[config.mk]
export PLATFORM = sky130hd
export DESIGN_NAME = tft_rect_fill_command_stream_unit
export DESIGN_NICKNAME = d
export VERILOG_FILES = /design/src/tftrf_pkg.sv /design/src/tftrf_seq.sv /design/src/tftrf_obuf.sv /design/src/tft_rect_fill_command_stream_unit.sv
export VERILOG_INCLUDE_DIRS = /design/src /design/src/src
export SDC_FILE = /design/constraint.sdc
export NUM_CORES = 1
export LEC_CHECK = 0
export BUFFER_PORTS_ARGS = -buffer_cell sky130_fd_sc_hd__buf_2
export CAP_MARGIN = 15
export CORE_MARGIN = 4
export CORE_UTILIZATION = 45
export CTS_BUF_LIST = sky130_fd_sc_hd__clkbuf_16
export DETAILED_ROUTE_END_ITERATION = 16
export RECOVER_POWER = 25
export SLEW_MARGIN = 20
export SYNTH_ARGS = -nofsm -noshare
export SYNTH_HDL_FRONTEND = slang
export SYNTH_SLANG_ARGS = --single-unit
[constraint.sdc]
create_clock -name clk -period 24.3 [get_ports clk]
set_clock_uncertainty 0.1 [all_clocks]
set_input_delay 4.86 -clock clk [delete_from_list [all_inputs] [get_ports clk]]
set_output_delay 4.86 -clock clk [all_outputs]
set_load 0.01 [all_outputs]
[src/tft_rect_fill_command_stream_unit_defines.svh]
// Assertion macros used by the output buffer of the rectangle fill command stream unit
`ifndef TFT_RECT_FILL_COMMAND_STREAM_UNIT_DEFINES_SVH
`define TFT_RECT_FILL_COMMAND_STREAM_UNIT_DEFINES_SVH

// Same-cycle implication, checked out of reset
`define TFTRF_ASSERT_IMP(lbl, clk, rst_n, ante, cons, msg) \
	lbl: assert property (@(posedge clk) disable iff (!rst_n) (ante) |-> (cons)) else $error(msg);

// Next-cycle implication, checked out of reset
`define TFTRF_ASSERT_NXT(lbl, clk, rst_n, ante, cons, msg) \
	lbl: assert property (@(posedge clk) disable iff (!rst_n) (ante) |=> (cons)) else $error(msg);

`endif

[src/tftrf_pkg.sv]
`timescale 1ns / 1ps
`default_nettype none

package tftrf_pkg;

	// Request codes
	localparam logic [1:0] REQ_FILL = 2'd0;
	localparam logic [1:0] REQ_TICK = 2'd1;
	localparam logic [1:0] REQ_ROT  = 2'd2;
	localparam logic [1:0] REQ_INV  = 2'd3;

	// Register indexes
	localparam logic REG_SCREEN_W = 1'b0;
	localparam logic REG_SCREEN_H = 1'b1;

	// Controller command bytes
	localparam logic [7:0] CMD_CASET  = 8'h2A;
	localparam logic [7:0] CMD_RASET  = 8'h2B;
	localparam logic [7:0] CMD_RAMWR  = 8'h2C;
	localparam logic [7:0] CMD_MADCTL = 8'h36;
	localparam logic [7:0] CMD_INVOFF = 8'h20;
	localparam logic [7:0] CMD_INVON  = 8'h21;

	// Memory-control bits: row order, column order, row/column exchange
	localparam logic [7:0] MADCTL_MY   = 8'h80;
	localparam logic [7:0] MADCTL_MX   = 8'h40;
	localparam logic [7:0] MADCTL_MV   = 8'h20;
	localparam logic [7:0] MADCTL_NONE = 8'h00;

	// Header positions of a fill
	localparam logic [3:0] STEP_CASET  = 4'd0;
	localparam logic [3:0] STEP_XS_HI  = 4'd1;
	localparam logic [3:0] STEP_XS_LO  = 4'd2;
	localparam logic [3:0] STEP_XE_HI  = 4'd3;
	localparam logic [3:0] STEP_XE_LO  = 4'd4;
	localparam logic [3:0] STEP_RASET  = 4'd5;
	localparam logic [3:0] STEP_YS_HI  = 4'd6;
	localparam logic [3:0] STEP_YS_LO  = 4'd7;
	localparam logic [3:0] STEP_YE_HI  = 4'd8;
	localparam logic [3:0] STEP_YE_LO  = 4'd9;
	localparam logic [3:0] STEP_RAMWR  = 4'd10;
	localparam logic [3:0] STEP_PIXEL  = 4'd11;

	typedef enum logic [2:0] {
		JOB_FILL = 3'b001,
		JOB_ROT  = 3'b010,
		JOB_INV  = 3'b100
	} job_t;

	typedef struct packed {
		logic [1:0]  req_type;
		logic [15:0] rect_x;
		logic [15:0] rect_y;
		logic [15:0] rect_w;
		logic [15:0] rect_h;
		logic [15:0] fill_rgb565;
		logic [1:0]  rotation_sel;
		logic        invert_on;
	} req_word_t;

	typedef struct packed {
		logic [7:0] bus_byte;
		logic       is_data;
		logic       end_of_transaction;
	} tx_word_t;

	// Mode byte per orientation
	function automatic logic [7:0] rot_mode(input logic [1:0] sel);
		logic [7:0] m;
		case (sel)
			2'd0:    m = MADCTL_MY | MADCTL_MX;
			2'd1:    m = MADCTL_MY | MADCTL_MV;
			2'd2:    m = MADCTL_NONE;
			default: m = MADCTL_MX | MADCTL_MV;
		endcase
		return m;
	endfunction

endpackage

`default_nettype wire

[src/tftrf_seq.sv]
`timescale 1ns / 1ps
`default_nettype none

module tftrf_seq import tftrf_pkg::*; #(
	parameter int COORD_BITS = 16
) (
	input  wire logic            clk,
	input  wire logic            arst_n,
	input  wire logic            accept,
	input  wire req_word_t       req,
	input  wire logic            cfg_we,
	input  wire logic            cfg_index,
	input  wire logic [15:0]     cfg_wdata,
	output logic                 res_valid,
	output tx_word_t             res
);

	localparam int CB = COORD_BITS;

	logic [CB-1:0] screen_w_q, screen_h_q;

	logic          busy_q;
	job_t          job_q;
	logic [3:0]    step_q;
	logic          low_q;
	logic [CB-1:0] col_first_q, col_last_q, row_first_q, row_last_q;
	logic [CB-1:0] width_q, col_left_q, row_left_q;
	logic [15:0]   colour_q;
	logic [7:0]    setting_q;

	logic [CB-1:0] x, y, w, h;
	logic [CB:0]   x_end, y_end;
	logic          clip_x, clip_y, fill_ok;
	logic [CB-1:0] col_last_d, row_last_d, width_d, height_d;
	logic          is_tick, start, tick_busy, last_pixel;
	logic [15:0]   col_first16, col_last16, row_first16, row_last16;

	// Screen size registers
	always_ff @(posedge clk or negedge arst_n) begin
		if (!arst_n) begin
			screen_w_q <= CB'(240);
			screen_h_q <= CB'(320);
		end else if (cfg_we) begin
			case (cfg_index)
				REG_SCREEN_W: screen_w_q <= cfg_wdata[CB-1:0];
				REG_SCREEN_H: screen_h_q <= cfg_wdata[CB-1:0];
				default:      screen_w_q <= screen_w_q;
			endcase
		end
	end

	// Fill rejection and clipping
	assign x = req.rect_x[CB-1:0];
	assign y = req.rect_y[CB-1:0];
	assign w = req.rect_w[CB-1:0];
	assign h = req.rect_h[CB-1:0];
	assign x_end = {1'b0, x} + {1'b0, w} - (CB+1)'(1);
	assign y_end = {1'b0, y} + {1'b0, h} - (CB+1)'(1);
	assign clip_x = x_end >= {1'b0, screen_w_q};
	assign clip_y = y_end >= {1'b0, screen_h_q};
	assign fill_ok = (w != '0) && (h != '0) && (x < screen_w_q) && (y < screen_h_q);
	assign col_last_d = clip_x ? screen_w_q - CB'(1) : x_end[CB-1:0];
	assign row_last_d = clip_y ? screen_h_q - CB'(1) : y_end[CB-1:0];
	assign width_d  = clip_x ? screen_w_q - x : w;
	assign height_d = clip_y ? screen_h_q - y : h;

	assign is_tick   = req.req_type == REQ_TICK;
	assign start     = accept && !is_tick && !busy_q;
	assign tick_busy = accept && is_tick && busy_q;
	assign last_pixel = (col_left_q == CB'(1)) && (row_left_q == CB'(1));

	assign col_first16 = 16'(col_first_q);
	assign col_last16  = 16'(col_last_q);
	assign row_first16 = 16'(row_first_q);
	assign row_last16  = 16'(row_last_q);

	// Byte selection for a tick
	always_comb begin
		res_valid = tick_busy;
		res.bus_byte = 8'h00;
		res.is_data = 1'b1;
		res.end_of_transaction = 1'b0;
		case (job_q)
			JOB_FILL: begin
				case (step_q)
					STEP_CASET: begin res.bus_byte = CMD_CASET; res.is_data = 1'b0; end
					STEP_XS_HI: res.bus_byte = col_first16[15:8];
					STEP_XS_LO: res.bus_byte = col_first16[7:0];
					STEP_XE_HI: res.bus_byte = col_last16[15:8];
					STEP_XE_LO: res.bus_byte = col_last16[7:0];
					STEP_RASET: begin res.bus_byte = CMD_RASET; res.is_data = 1'b0; end
					STEP_YS_HI: res.bus_byte = row_first16[15:8];
					STEP_YS_LO: res.bus_byte = row_first16[7:0];
					STEP_YE_HI: res.bus_byte = row_last16[15:8];
					STEP_YE_LO: res.bus_byte = row_last16[7:0];
					STEP_RAMWR: begin res.bus_byte = CMD_RAMWR; res.is_data = 1'b0; end
					default: begin
						res.bus_byte = low_q ? colour_q[7:0] : colour_q[15:8];
						res.end_of_transaction = low_q && last_pixel;
					end
				endcase
			end
			JOB_ROT: begin
				if (step_q == STEP_CASET) begin
					res.bus_byte = CMD_MADCTL;
					res.is_data = 1'b0;
				end else begin
					res.bus_byte = setting_q;
					res.end_of_transaction = 1'b1;
				end
			end
			default: begin
				res.bus_byte = setting_q;
				res.is_data = 1'b0;
				res.end_of_transaction = 1'b1;
			end
		endcase
	end

	// Job control
	always_ff @(posedge clk or negedge arst_n) begin
		if (!arst_n) begin
			busy_q <= 1'b0;
			job_q  <= JOB_FILL;
			step_q <= STEP_CASET;
			low_q  <= 1'b0;
		end else if (start) begin
			case (req.req_type)
				REQ_FILL: begin
					if (fill_ok) begin
						busy_q <= 1'b1;
						job_q  <= JOB_FILL;
						step_q <= STEP_CASET;
						low_q  <= 1'b0;
					end
				end
				REQ_ROT: begin
					busy_q <= 1'b1;
					job_q  <= JOB_ROT;
					step_q <= STEP_CASET;
				end
				default: begin
					busy_q <= 1'b1;
					job_q  <= JOB_INV;
					step_q <= STEP_CASET;
				end
			endcase
		end else if (tick_busy) begin
			if (step_q < STEP_PIXEL)
				step_q <= step_q + 4'd1;
			if (job_q == JOB_FILL && step_q >= STEP_PIXEL)
				low_q <= !low_q;
			if (res.end_of_transaction)
				busy_q <= 1'b0;
		end
	end

	// Job payload and pixel counters
	always_ff @(posedge clk) begin
		if (start) begin
			if (req.req_type == REQ_FILL) begin
				col_first_q <= x;
				col_last_q  <= col_last_d;
				row_first_q <= y;
				row_last_q  <= row_last_d;
				width_q     <= width_d;
				col_left_q  <= width_d;
				row_left_q  <= height_d;
				colour_q    <= req.fill_rgb565;
			end else if (req.req_type == REQ_ROT) begin
				setting_q <= rot_mode(req.rotation_sel);
			end else begin
				setting_q <= req.invert_on ? CMD_INVON : CMD_INVOFF;
			end
		end else if (tick_busy && job_q == JOB_FILL && step_q >= STEP_PIXEL && low_q) begin
			// a pixel is done after its low byte
			if (col_left_q == CB'(1)) begin
				col_left_q <= width_q;
				row_left_q <= row_left_q - CB'(1);
			end else begin
				col_left_q <= col_left_q - CB'(1);
			end
		end
	end

endmodule

`default_nettype wire

[src/tftrf_obuf.sv]
`timescale 1ns / 1ps
`default_nettype none

`include "tft_rect_fill_command_stream_unit_defines.svh"

module tftrf_obuf import tftrf_pkg::*; (
	input  wire logic     clk,
	input  wire logic     arst_n,
	input  wire logic     push,
	input  wire tx_word_t push_word,
	output logic          full,
	output logic          tx_valid,
	input  wire logic     tx_stall,
	output tx_word_t      tx_word
);

	logic     main_valid_q, skid_valid_q;
	tx_word_t main_q, skid_q;
	logic     pop;

	assign pop      = main_valid_q && !tx_stall;
	assign full     = skid_valid_q;
	assign tx_valid = main_valid_q;
	assign tx_word  = main_q;

	// Output register with one skid word behind it
	always_ff @(posedge clk or negedge arst_n) begin
		if (!arst_n) begin
			main_valid_q <= 1'b0;
			skid_valid_q <= 1'b0;
		end else if (skid_valid_q) begin
			if (pop)
				skid_valid_q <= 1'b0;
		end else if (push) begin
			if (main_valid_q && !pop)
				skid_valid_q <= 1'b1;
			else
				main_valid_q <= 1'b1;
		end else if (pop) begin
			main_valid_q <= 1'b0;
		end
	end

	always_ff @(posedge clk) begin
		if (skid_valid_q) begin
			if (pop)
				main_q <= skid_q;
		end else if (push) begin
			if (main_valid_q && !pop)
				skid_q <= push_word;
			else
				main_q <= push_word;
		end
	end

	`TFTRF_ASSERT_IMP(a_skid_behind_main, clk, arst_n, skid_valid_q, main_valid_q, "skid word without output word")
	`TFTRF_ASSERT_IMP(a_no_push_full, clk, arst_n, push, !skid_valid_q, "word pushed into full buffer")
	`TFTRF_ASSERT_NXT(a_skid_drains, clk, arst_n, skid_valid_q && !tx_stall, main_valid_q && !skid_valid_q, "skid word not moved up")

endmodule

`default_nettype wire

[src/tft_rect_fill_command_stream_unit.sv]
// Throughput: one request word per cycle while req_stall is low;
// one byte per cycle when tx is not stalled.
// req_stall rises only when the two-word output buffer is full.
// Reset: idle, output buffer empty, screen size 240 x 320 columns by rows.
`timescale 1ns / 1ps
`default_nettype none

module tft_rect_fill_command_stream_unit import tftrf_pkg::*; #(
	parameter int COORD_BITS = 16
) (
	input  wire logic        clk,
	input  wire logic        arst_n,
	input  wire logic        req_valid,
	output logic             req_stall,
	input  wire req_word_t   req_word,
	output logic             tx_valid,
	input  wire logic        tx_stall,
	output tx_word_t         tx_word,
	input  wire logic        cfg_we,
	input  wire logic        cfg_index,
	input  wire logic [15:0] cfg_wdata
);

	logic     accept;
	logic     res_valid;
	tx_word_t res;

	assign accept = req_valid && !req_stall;

	tftrf_seq #(
		.COORD_BITS(COORD_BITS)
	) u_seq (
		.clk      (clk),
		.arst_n   (arst_n),
		.accept   (accept),
		.req      (req_word),
		.cfg_we   (cfg_we),
		.cfg_index(cfg_index),
		.cfg_wdata(cfg_wdata),
		.res_valid(res_valid),
		.res      (res)
	);

	tftrf_obuf u_obuf (
		.clk      (clk),
		.arst_n   (arst_n),
		.push     (res_valid),
		.push_word(res),
		.full     (req_stall),
		.tx_valid (tx_valid),
		.tx_stall (tx_stall),
		.tx_word  (tx_word)
	);

endmodule

`default_nettype wire

-- Word-level counts from Yosys, hierarchy flattened
Cells that the tools add are included.
- register bits after elaboration: 199
- output and inout bits: 12
- word-level logic and storage cells: 168
- add/sub/neg operators: 11
- magnitude comparators: 6
- eq/ne operators: 25
- muxes and demuxes: 50
- bitwise operators: 3
- reduce and logical (&&, ||, !) cells: 50
- operators with widths (cell ; count):
    $mux 16 ; 12
    $pmux 8 s11 ; 1
    $sub 16x1->16 const B ; 4
    $mux 10 ; 4
    $add 16x16->17 ; 2
    $ge 17x16->1 ; 2
    $sub 17x1->17 const B ; 2
    $eq 16x1->1 const B ; 2
    $lt 16x16->1 ; 2
    $reduce_bool 16->1 ; 2
    $sub 16x16->16 ; 2
    $mux 8 ; 3
    $pmux 8 s3 ; 1
    $mux 1 ; 21
    $mux 4 ; 5
    $pmux 10 s2 ; 1
    $reduce_and 3->1 ; 6
    $eq 4x3->1 const B ; 4
    $logic_and 1x1->1 ; 16
    $reduce_bool 2->1 ; 8
    $eq 4x4->1 const B ; 3
    $reduce_and 2->1 ; 6
    $reduce_or 11->1 ; 1
    $eq 4x2->1 const B ; 2
    other kinds (19) ; 33

-- Logic depth before layout (Yosys ltp)
Gate-level depths: netlist of the first run.
- depth after elaboration: 9
- gate-level depth with buffers: 22
- depth with buffers taken out: 20

-- By module
From an unflattened synthesis of the first run, not the netlist that was laid out.
- cell total of the unflattened synthesis: 1564
- area, all modules: 14679.1 sq um
- modules (own cells, without submodules) (module ; times used ; cells an instance ; area an instance (sq um) ; seq. area each (sq um)):
    tftrf_seq ; 1 ; 1520 ; 13817.0 ; 4998.5
    tftrf_obuf ; 1 ; 43 ; 848.3 ; 650.6
    tft_rect_fill_command_stream_unit ; 1 ; 1 ; 13.8 ; 0.0

-- Worst setup path after synthesis of the first run
Ideal clock, no wire load.
- path kind: input to register
- start: input port req_word[83] (netlist bit)
- end: register u_seq.step_q[3]
- data arrival time: 13.551 ns
- data required time: 24.071 ns
- setup slack: 10.520 ns
- cell stages on the path: 7
- path buffers: 1
- cell sequence: nor2b_1 or3_1 clkbuf_1 nor3_1 a21oi_1 a41oi_1 nor2_1
- longest elaborated chain between the ends: 6
- RTL lines (element ; line ; text):
    from (decl) ; tft_rect_fill_command_stream_unit.sv:15 ; input wire req_word_t req_word,
    $eq 2x1->1 ; tftrf_seq.sv:67 ; assign is_tick = req.req_type == REQ_TICK;
    $logic_not 1->1 ; tftrf_seq.sv:68 ; assign start = accept && !is_tick && !busy_q;
    $logic_and 1x1->1 (2 in a row) ; tftrf_seq.sv:68 ;
    $ne 3x2->1 (no line) / $reduce_bool 2->1 (equally long branches) ; n/a ;
    $reduce_and 3->1 (no line) ; n/a ;
    to (signal assigned) ; tftrf_seq.sv:150 ; step_q <= step_q + 4'd1;
    to (decl) ; tftrf_seq.sv:24 ; logic [3:0] step_q;
Parallel ways exist; a longest one is shown, timed or not.
A chain may end at the register's enable or synchronous reset.

-- Final worst setup path of the first run
- start: input port req_word[52] (netlist bit)
- end: register u_seq.row_last_q[5] (netlist: u_seq.row_last16[5]), data pin
- longest elaborated chain between the ends: 4
- RTL lines (element ; line ; text):
    $add 16x16->17 (*) ; tftrf_seq.sv:58 ; assign y_end = {1'b0, y} + {1'b0, h} - (CB+1)'(1);
    $sub 17x1->17 (*) ; tftrf_seq.sv:58 ;
    $ge 17x16->1 ; tftrf_seq.sv:60 ; assign clip_y = y_end >= {1'b0, screen_h_q};
    $mux 16 (*) ; tftrf_seq.sv:63 ; assign row_last_d = clip_y ? screen_h_q - CB'(1) : y_end[CB-1:0];
    via u_seq.row_last_d[5] ; tftrf_seq.sv:34 ; logic [CB-1:0] col_last_d, row_last_d, width_d, height_d;
    to (signal assigned) ; tftrf_seq.sv:165 ; row_last_q <= row_last_d;
    to (decl) ; tftrf_seq.sv:26 ; logic [CB-1:0] col_first_q, col_last_q, row_first_q, row_last_q;
Mark *: on every way through the listed nets, which the timed path passes. The rest lies on a longest branch.

==> results of run 1 <==
==> logic make-up (layout without fill, tap and decap cells) <==
kind of cell	count (synthesis)	count (layout)	synth area share (%)
fa+ha+maj	143	143	13.0
mux	71	71	5.51
flops	195	195	40.3
simple gates	339	339	11.9
buf+inv	228	344	6.25
xor+xnor	98	98	6.18
compound gates	345	345	16.9
==> sequential cells by signal (all words and copies together), names as in the netlist, 10 cells and up <==
name	count
u_seq.colour_q	16
u_obuf.skid_q	10
u_seq.col_first16	16
u_seq.row_left_q	16
u_obuf.tx_word	10
u_seq.col_left_q	16
u_seq.screen_w_q	16
u_seq.row_last16	16
u_seq.screen_h_q	16
u_seq.col_last16	16
u_seq.row_first16	16
u_seq.width_q	16
==> through the flow <==
step	power, mW	util, %
final	1.21	50.6
after global placement	0.922	48.9
after detailed placement	0.930	48.9
after global routing	1.29	50.6
after CTS	1.21	50.8
after floorplan	0.790	-
==> layout by cell type, fill, tap and decap left out, drive strengths merged, types with 9 or more instances in the layout <==
| cell type | synthesis | routed |
|---|---|---|
| inv | 183 | 192 |
| edfxtp | 152 | 152 |
| ha | 139 | 139 |
| buf | 12 | 98 |
| nor2 | 97 | 97 |
| a21oi | 90 | 90 |
| nand2 | 75 | 75 |
| xnor2 | 74 | 74 |
| o21ai | 58 | 58 |
| mux2 | 50 | 50 |
| clkbuf | 32 | 47 |
| a21o | 39 | 39 |
| dfrtp | 36 | 36 |
| nor3 | 35 | 35 |
| xor2 | 24 | 24 |
| a211oi | 22 | 22 |
| mux2i | 21 | 21 |
| nand4 | 20 | 20 |
| nand3 | 19 | 19 |
| nor4 | 18 | 18 |
| or3 | 16 | 16 |
| nor2b | 15 | 15 |
| nand2b | 13 | 13 |
| o211ai | 12 | 12 |
| o221a | 12 | 12 |
| a31oi | 10 | 10 |
| a221oi | 10 | 10 |
| o21bai | 10 | 10 |
| and2 | 10 | 10 |
| o22ai | 9 | 9 |
| o21a | 9 | 9 |
==> routing by layer <==
layer / vias to the layer above / wire (um) / global-route usage [%]
met5: - / 0 / 0
met1: 5248 / 18400 / 34.0
met3: 64 / 3030 / 4.16
met4: 0 / 1200 / 7.39
li1: 5379 / - / -
met2: 415 / 17600 / 35.3
==> cell type report <==
cell class | count | area share (%)
repair buffers | 128 | 4.01
clock buffers | 17 | 2.74
well taps | 396 | 3.19
clock inverters | 15 | 0.895
multi-input cells | 996 | 48.3
flip-flops and latches | 195 | 36.4
inverters | 184 | 4.45
==> power breakdown <==
| part | leakage (nW) | switching, mW | internal, mW |
|---|---|---|---|
| Sequential | 1.89 | 0.0344 | 0.409 |
| Clock | 0.280 | 0.145 | 0.136 |
| Combinational | 4.37 | 0.290 | 0.196 |
| Total | 6.54 | 0.469 | 0.741 |
==> final timing paths <==
kind	from	endpoint	slack, ns	depth (start not counted)
hold reg to reg	u_obuf.tx_valid	u_obuf.full	0.45	1
setup / recovery	req_word[52]	u_seq.row_last16[5]	15.03	21
setup reg to reg	u_obuf.full	u_seq.step_q[2]	20.35	8
min in group asynchronous	arst_n	u_seq.screen_w_q[15]	5.07	1
hold / removal	u_obuf.tx_valid	u_obuf.full	0.45	1
max in group asynchronous	arst_n	u_seq.job_q[1]	17.61	1
==> flow_summary_export.csv, run 1 <==
group,metric,value,unit
status,outcome,"complete, but fails checks",
status,violations,"capacitance limit, slew limit",
power_and_ir_drop,p_leak,6.54,nW
timing,setup_violations,0,
synth,synthDistinctLibCells,76,
setup_path,crit_family,"compound AO/OA/AOI/OAI gates",
cells_and_area,antenna_cells,0,
clock_network,numCtsBuffers,17,
synth,yosys_warnings,0,
cells_and_area,final_cells,1931,
route,drtPass1Iterations,8,
timing,timing.hold.ws,0.446,ns
clock_network,cts_tree,"done",
flow_run,drv_cap,1,
placement,gp_congestion,0.932,
cells_and_area,area_delta_synth_final,10.7,%
clock_network,cts_max_path_buffers,2,
timing,maxSlewHeadroom,-65.0,%
cells_and_area,multi_input_area,7500,um^2
clock_network,clkTransAtPathRegs,0.08,ns
power_and_ir_drop,peakVddDrop,0.0486,mV
placement,dp_slack,14.65,ns
cells_and_area,num-nets-final,1772,
setup_path,crit_path_end_kind,"flop",
timing,fmax,108,MHz
die,rows,64,
clock_network,clkSinkCount,195,
setup_path,critPathArrivalTime,9.36,ns
global_routing,grt_max_degree,75,
clock_network,clock_latency,0.45,ns
setup_path,worstPathMaxFanout,20,
placement,dp_cells,1899,
setup_path,critPathLaunchType,"input pin",
synth,synth_area_leader_cell,"edfxtp_1",
route,via_count,11100,
timing,layout_setup_ws,15.03,ns
route,vias_per_cell,5.75,
route,routed_wl,40200,um
route,final_antenna_net_count,0,
synth,syn_avg_cell_area,9.88,um^2
clock_network,cts_hold_buf,0,
setup_path,cp_cell_sequence,"clkbuf_1 > inv_1 > ha_1 > inv_1 > ha_1 > fa_1 > a21oi_1 > o211ai_1 > nand3_1 > nand3b_1 > a21o_1 > a21oi_1 > xnor2_1 > ha_1 > a21oi_1 > o21ai_0 > a21oi_1 > o21ai_1 > buf_4 > nor2_2 > mux2_2",
synth,synthFlopType,"edfxtp_1",
timing,fin_crit,9.27,ns
synth,synth_cells,1419,
setup_path,max_stage_delay,0.71,ns
die,dieArea,34000,um^2
synth,synth_seq_area_share,40.3,%
route,wire_per_inst,20.8,um
clock_network,ctsHtreeMaxLevel,4,
synth,synth_commonest_cells,"181 x inv_1, 152 x edfxtp_1, 139 x ha_1, 96 x nor2_1, 90 x a21oi_1",
route,drc,0,
global_routing,grtUsageTotal,23.3,%
clock_network,post_cts_buffers,0,
min_path,hold_path.class,"flop to flop",
setup_path,required,24.40,ns
synth,synth_top_area_share,32.6,%
synth,synthTopCellsByArea,"edfxtp_1 33%, ha_1 12%, dfrtp_1 6.4%",
timing,finalCritPeriodShare,38.1,%
synth,async_flop_share,22.1,%
die,ioPinCount,119,
die,die_h,185,um
synth,netlist_area,14000,um^2
setup_path,path_class,"input pin to flop",
placement,place_area,15000,um^2
global_routing,antenna_found_initial,0,
die,fp.coreArea,30700,um^2
timing,hold_viol,0,
timing,rsz0062_at_grt,"no",
timing,finalMaxSlewViolations,44,
setup_path,timing.critical_path.mode_cell,"a21oi_1",
clock_network,cts.repair.resized,0,
setup_path,crit_buf_inv,4,
synth,synth-edff-count,152,
cells_and_area,seq_area,5650,um^2
timing,worst_pin_slew,2.47,ns
placement,hpwl,31500,um
die,initial_core_util,45.7,%
die,die_w,185,um
power_and_ir_drop,powerDensity,78.0,nW/um^2
cells_and_area,fillers,2829,
timing,finalSetupTns,0,ns
global_routing,grt_pass1_vias,10600,
setup_path,slowest_stage,"nor2_2",
synth,synth_seq_cells,195,
route,drtIter0Drc,986,
placement,io_buffers,118,
clock_network,cts_root_buf,"clkbuf_16",
global_routing,grt_pass1_wl,61000,um
synth,syn_nets,1669,
synth,synth.most_common_cell,"inv_1",
global_routing,grt-ovfl-total,0,
cells_and_area,fin_area,15500,um^2
cells_and_area,layout-drive-gt1-share,12.4,%
No activity file was read; power rests on OpenSTA's default activity.
==> inputs of run 2 (changes only) <==
Settings changed: ABC_AREA from default to 1, PLACE_DENSITY from default to 0.65.
Clock period 24.3 ns to 7.9 ns, I/O delays scaled along.
==> flow_summary_export.csv, run 2 <==
group,metric,value,unit
synth,netlist_area,14500,um^2
route,vias_per_cell,5.31,
power_and_ir_drop,peakVddDrop,0.174,mV
synth,syn_nets,2055,
global_routing,antenna_found_initial,0,
setup_path,critPathLaunchType,"input pin",
timing,fmax,185,MHz
setup_path,regToRegSetupSlack,4.07,ns
synth,synth_seq_cells,195,
setup_path,max_stage_delay,0.46,ns
setup_path,rr_endpoint,"u_seq.step_q[2]",
clock_network,clock_latency,0.45,ns
setup_path,crit_family,"adder cells",
timing,rsz0062_at_grt,"no",
synth,async_flop_share,22.1,%
route,via_count,12400,
synth,synth_cells,1805,
global_routing,grtUsageTotal,23.3,%
setup_path,required,7.99,ns
cells_and_area,mostFrequentLayoutCells,"442 x nand2_1, 286 x inv_1, 152 x edfxtp_1, 139 x ha_1, 123 x nand3_1",
die,initial_core_util,45.8,%
cells_and_area,multi_input_area,7540,um^2
clock_network,cts.repair.resized,0,
flow_run,drv_cap,1,
setup_path,cp.depth,23,
synth,synth_top_area_share,31.5,%
synth,synth_commonest_cells,"442 x nand2_1, 285 x inv_1, 152 x edfxtp_1, 139 x ha_1, 123 x nand3_1",
route,final_antenna_net_count,0,
cells_and_area,fillers,3060,
placement,place_area,15400,um^2
synth,synthDistinctLibCells,51,
cells_and_area,fin_area,16000,um^2
cells_and_area,layout-drive-gt1-share,9.87,%
setup_path,cp_cell_sequence,"clkbuf_1 > inv_1 > ha_1 > inv_1 > ha_1 > fa_1 > nand3_1 > nand2_1 > a21boi_0 > o21ai_0 > a31oi_1 > xnor2_1 > ha_1 > nand2_1 > nor2_1 > nor2_1 > nand3_1 > nand2_1 > nand2_1 > nand2_2 > nand2_4 > inv_4 > o21ai_0",
route,wire_per_inst,17.9,um
timing,setup_violations,0,
min_path,hold_path.class,"flop to flop",
clock_network,cts_hold_buf,0,
setup_path,slowest_stage,"fa_1",
route,drtIter0Drc,1128,
timing,finalSetupTns,0,ns
die,die_h,187,um
placement,gp_congestion,0.993,
setup_path,critPathArrivalTime,5.51,ns
die,ioPinCount,119,
timing,maxSlewHeadroom,-65.1,%
power_and_ir_drop,p_leak,7.29,nW
die,dieArea,35100,um^2
status,violations,"capacitance limit, slew limit",
synth,synthTopCellsByArea,"edfxtp_1 31%, ha_1 12%, nand2_1 11%",
cells_and_area,fin_util,50.4,%
route,drtPass1Iterations,6,
setup_path,rr_startpoint,"u_obuf.full",
die,fp.coreArea,31600,um^2
setup_path,worst_r2r_path_depth,11,
clock_network,clkTransAtPathRegs,0.08,ns
clock_network,cts_max_path_buffers,2,
synth,synth.most_common_cell,"nand2_1",
global_routing,grt_max_degree,82,
timing,finalMaxSlewViolations,44,
synth,synth-edff-count,152,
timing,fin_crit,5.42,ns
synth,yosys_warnings,0,
cells_and_area,seq_area,5650,um^2
global_routing,grt_pass1_wl,64500,um
cells_and_area,antenna_cells,0,
die,die_w,187,um
clock_network,post_cts_buffers,0,
status,outcome,"complete, but fails checks",
timing,hold_viol,0,
clock_network,cts_tree,"done",
cells_and_area,area_delta_synth_final,10.1,%
synth,synth_area_leader_cell,"edfxtp_1",
setup_path,critPathLaunch,"req_word[68]",
placement,io_buffers,118,
cells_and_area,num-nets-final,2162,
global_routing,grt_pass1_vias,11800,
route,drc,0,
synth,syn_avg_cell_area,8.03,um^2
setup_path,crit_buf_inv,4,
setup_path,crit_path_end_kind,"flop",
timing,finalCritPeriodShare,68.6,%
global_routing,grt-ovfl-total,0,
synth,synth_seq_area_share,39.0,%
cells_and_area,final_common_cell,"nand2_1",
die,rows,65,
clock_network,clkSinkCount,195,
timing,worst_pin_slew,2.48,ns
power_and_ir_drop,powerDensity,195,nW/um^2
setup_path,crit_path_end,"u_seq.col_last16[5]",
placement,hpwl,33700,um
clock_network,cts_root_buf,"clkbuf_16",
setup_path,path_class,"input pin to flop",
setup_path,timing.critical_path.mode_cell,"nand2_1",
clock_network,ctsHtreeMaxLevel,4,
route,routed_wl,41500,um
synth,synthFlopType,"edfxtp_1",
clock_network,numCtsBuffers,17,
setup_path,worstPathMaxFanout,26,
-- run 2: changes by cell type after synthesis, moves of 22 or more --
cell | previous run | this run
nand2_1 | 75 | 442
inv_1 | 181 | 285
nand3_1 | 19 | 123
xnor2_1 | 73 | 23
xor2_1 | 24 | 69
o21ai_0 | 48 | 87
mux2_2 | 36 | 0
a21o_1 | 39 | 7
nand2_2 | 0 | 27
nor2_1 | 96 | 118
-- run 2: worst min-delay path, cell delays in order, from the launching register on --
cell	delay (ns)
dfrtp_1	0.36
nand2_1	0.05
o21ai_0	0.06
-- run 2: per-layer routing --
metal / part of all wire, % / up-vias / global-route usage, %
met2: 44 / 416 / 36.1
li1: - / 6193 / -
met3: 5.7 / 61 / 3.19
met1: 47 / 5687 / 33.9
met4: 2.9 / 0 / 7.68
met5: 0 / - / 0
-- run 2: report_power, final --
part	internal [mW]	switching [mW]	total (mW)
Sequential	1.16	0.0473	1.21
Combinational	0.369	0.688	1.06
Clock	0.419	0.437	0.856
Total	1.95	1.17	3.12
-- run 2: worst min path at each step --
| stage | from | end | slack (ns) | cells past startpoint |
|---|---|---|---|---|
| after floorplan | u_seq.job_q[1] | u_seq.job_q[1] | 0.35 | 2 |
| after detailed placement | u_seq.job_q[1] | u_seq.job_q[1] | 0.40 | 2 |
| after global routing | u_obuf.skid_q[1] | u_obuf.tx_word[1] | 0.45 | 2 |
| final | u_seq.job_q[1] | u_seq.job_q[1] | 0.41 | 2 |
| after CTS | u_seq.job_q[1] | u_seq.job_q[1] | 0.41 | 2 |
| after global placement | u_seq.job_q[1] | u_seq.job_q[1] | 0.38 | 2 |
-- run 2: metrics by stage --
stage          setup WS [ns]  total power [mW]  hold slack [ns]  cells
2_1_floorplan          0.282              2.01            0.353   1805
6_report                2.48              3.12            0.407   2327
5_1_grt                 2.11              3.31            0.450   2327
3_5_place_dp            2.10              2.27            0.398   2295
4_1_cts                 2.57              3.12            0.415   2327
3_3_place_gp            2.20              2.26            0.376   2295
-- run 2: cell type report --
| type | count | share of cell area, % |
|---|---|---|
| multi-input combinational | 1280 | 47.3 |
| sequential | 195 | 35.4 |
| inverter | 297 | 7.02 |
| timing repair buffer | 121 | 3.60 |
| tap | 402 | 3.15 |
| clock buffer | 17 | 2.67 |
| clock inverter | 15 | 0.917 |
-- run 2: cell families after synthesis --
| logic type | after synthesis | share of synthesized area (%) |
|---|---|---|
| buffers and inverters | 330 | 9.09 |
| DFF | 195 | 39.0 |
| and+or+nand+nor | 796 | 24.1 |
| xor gates and xnor gates | 92 | 5.56 |
| AOI/OAI and AO/OA | 249 | 9.69 |
| adders and majority gates | 143 | 12.6 |
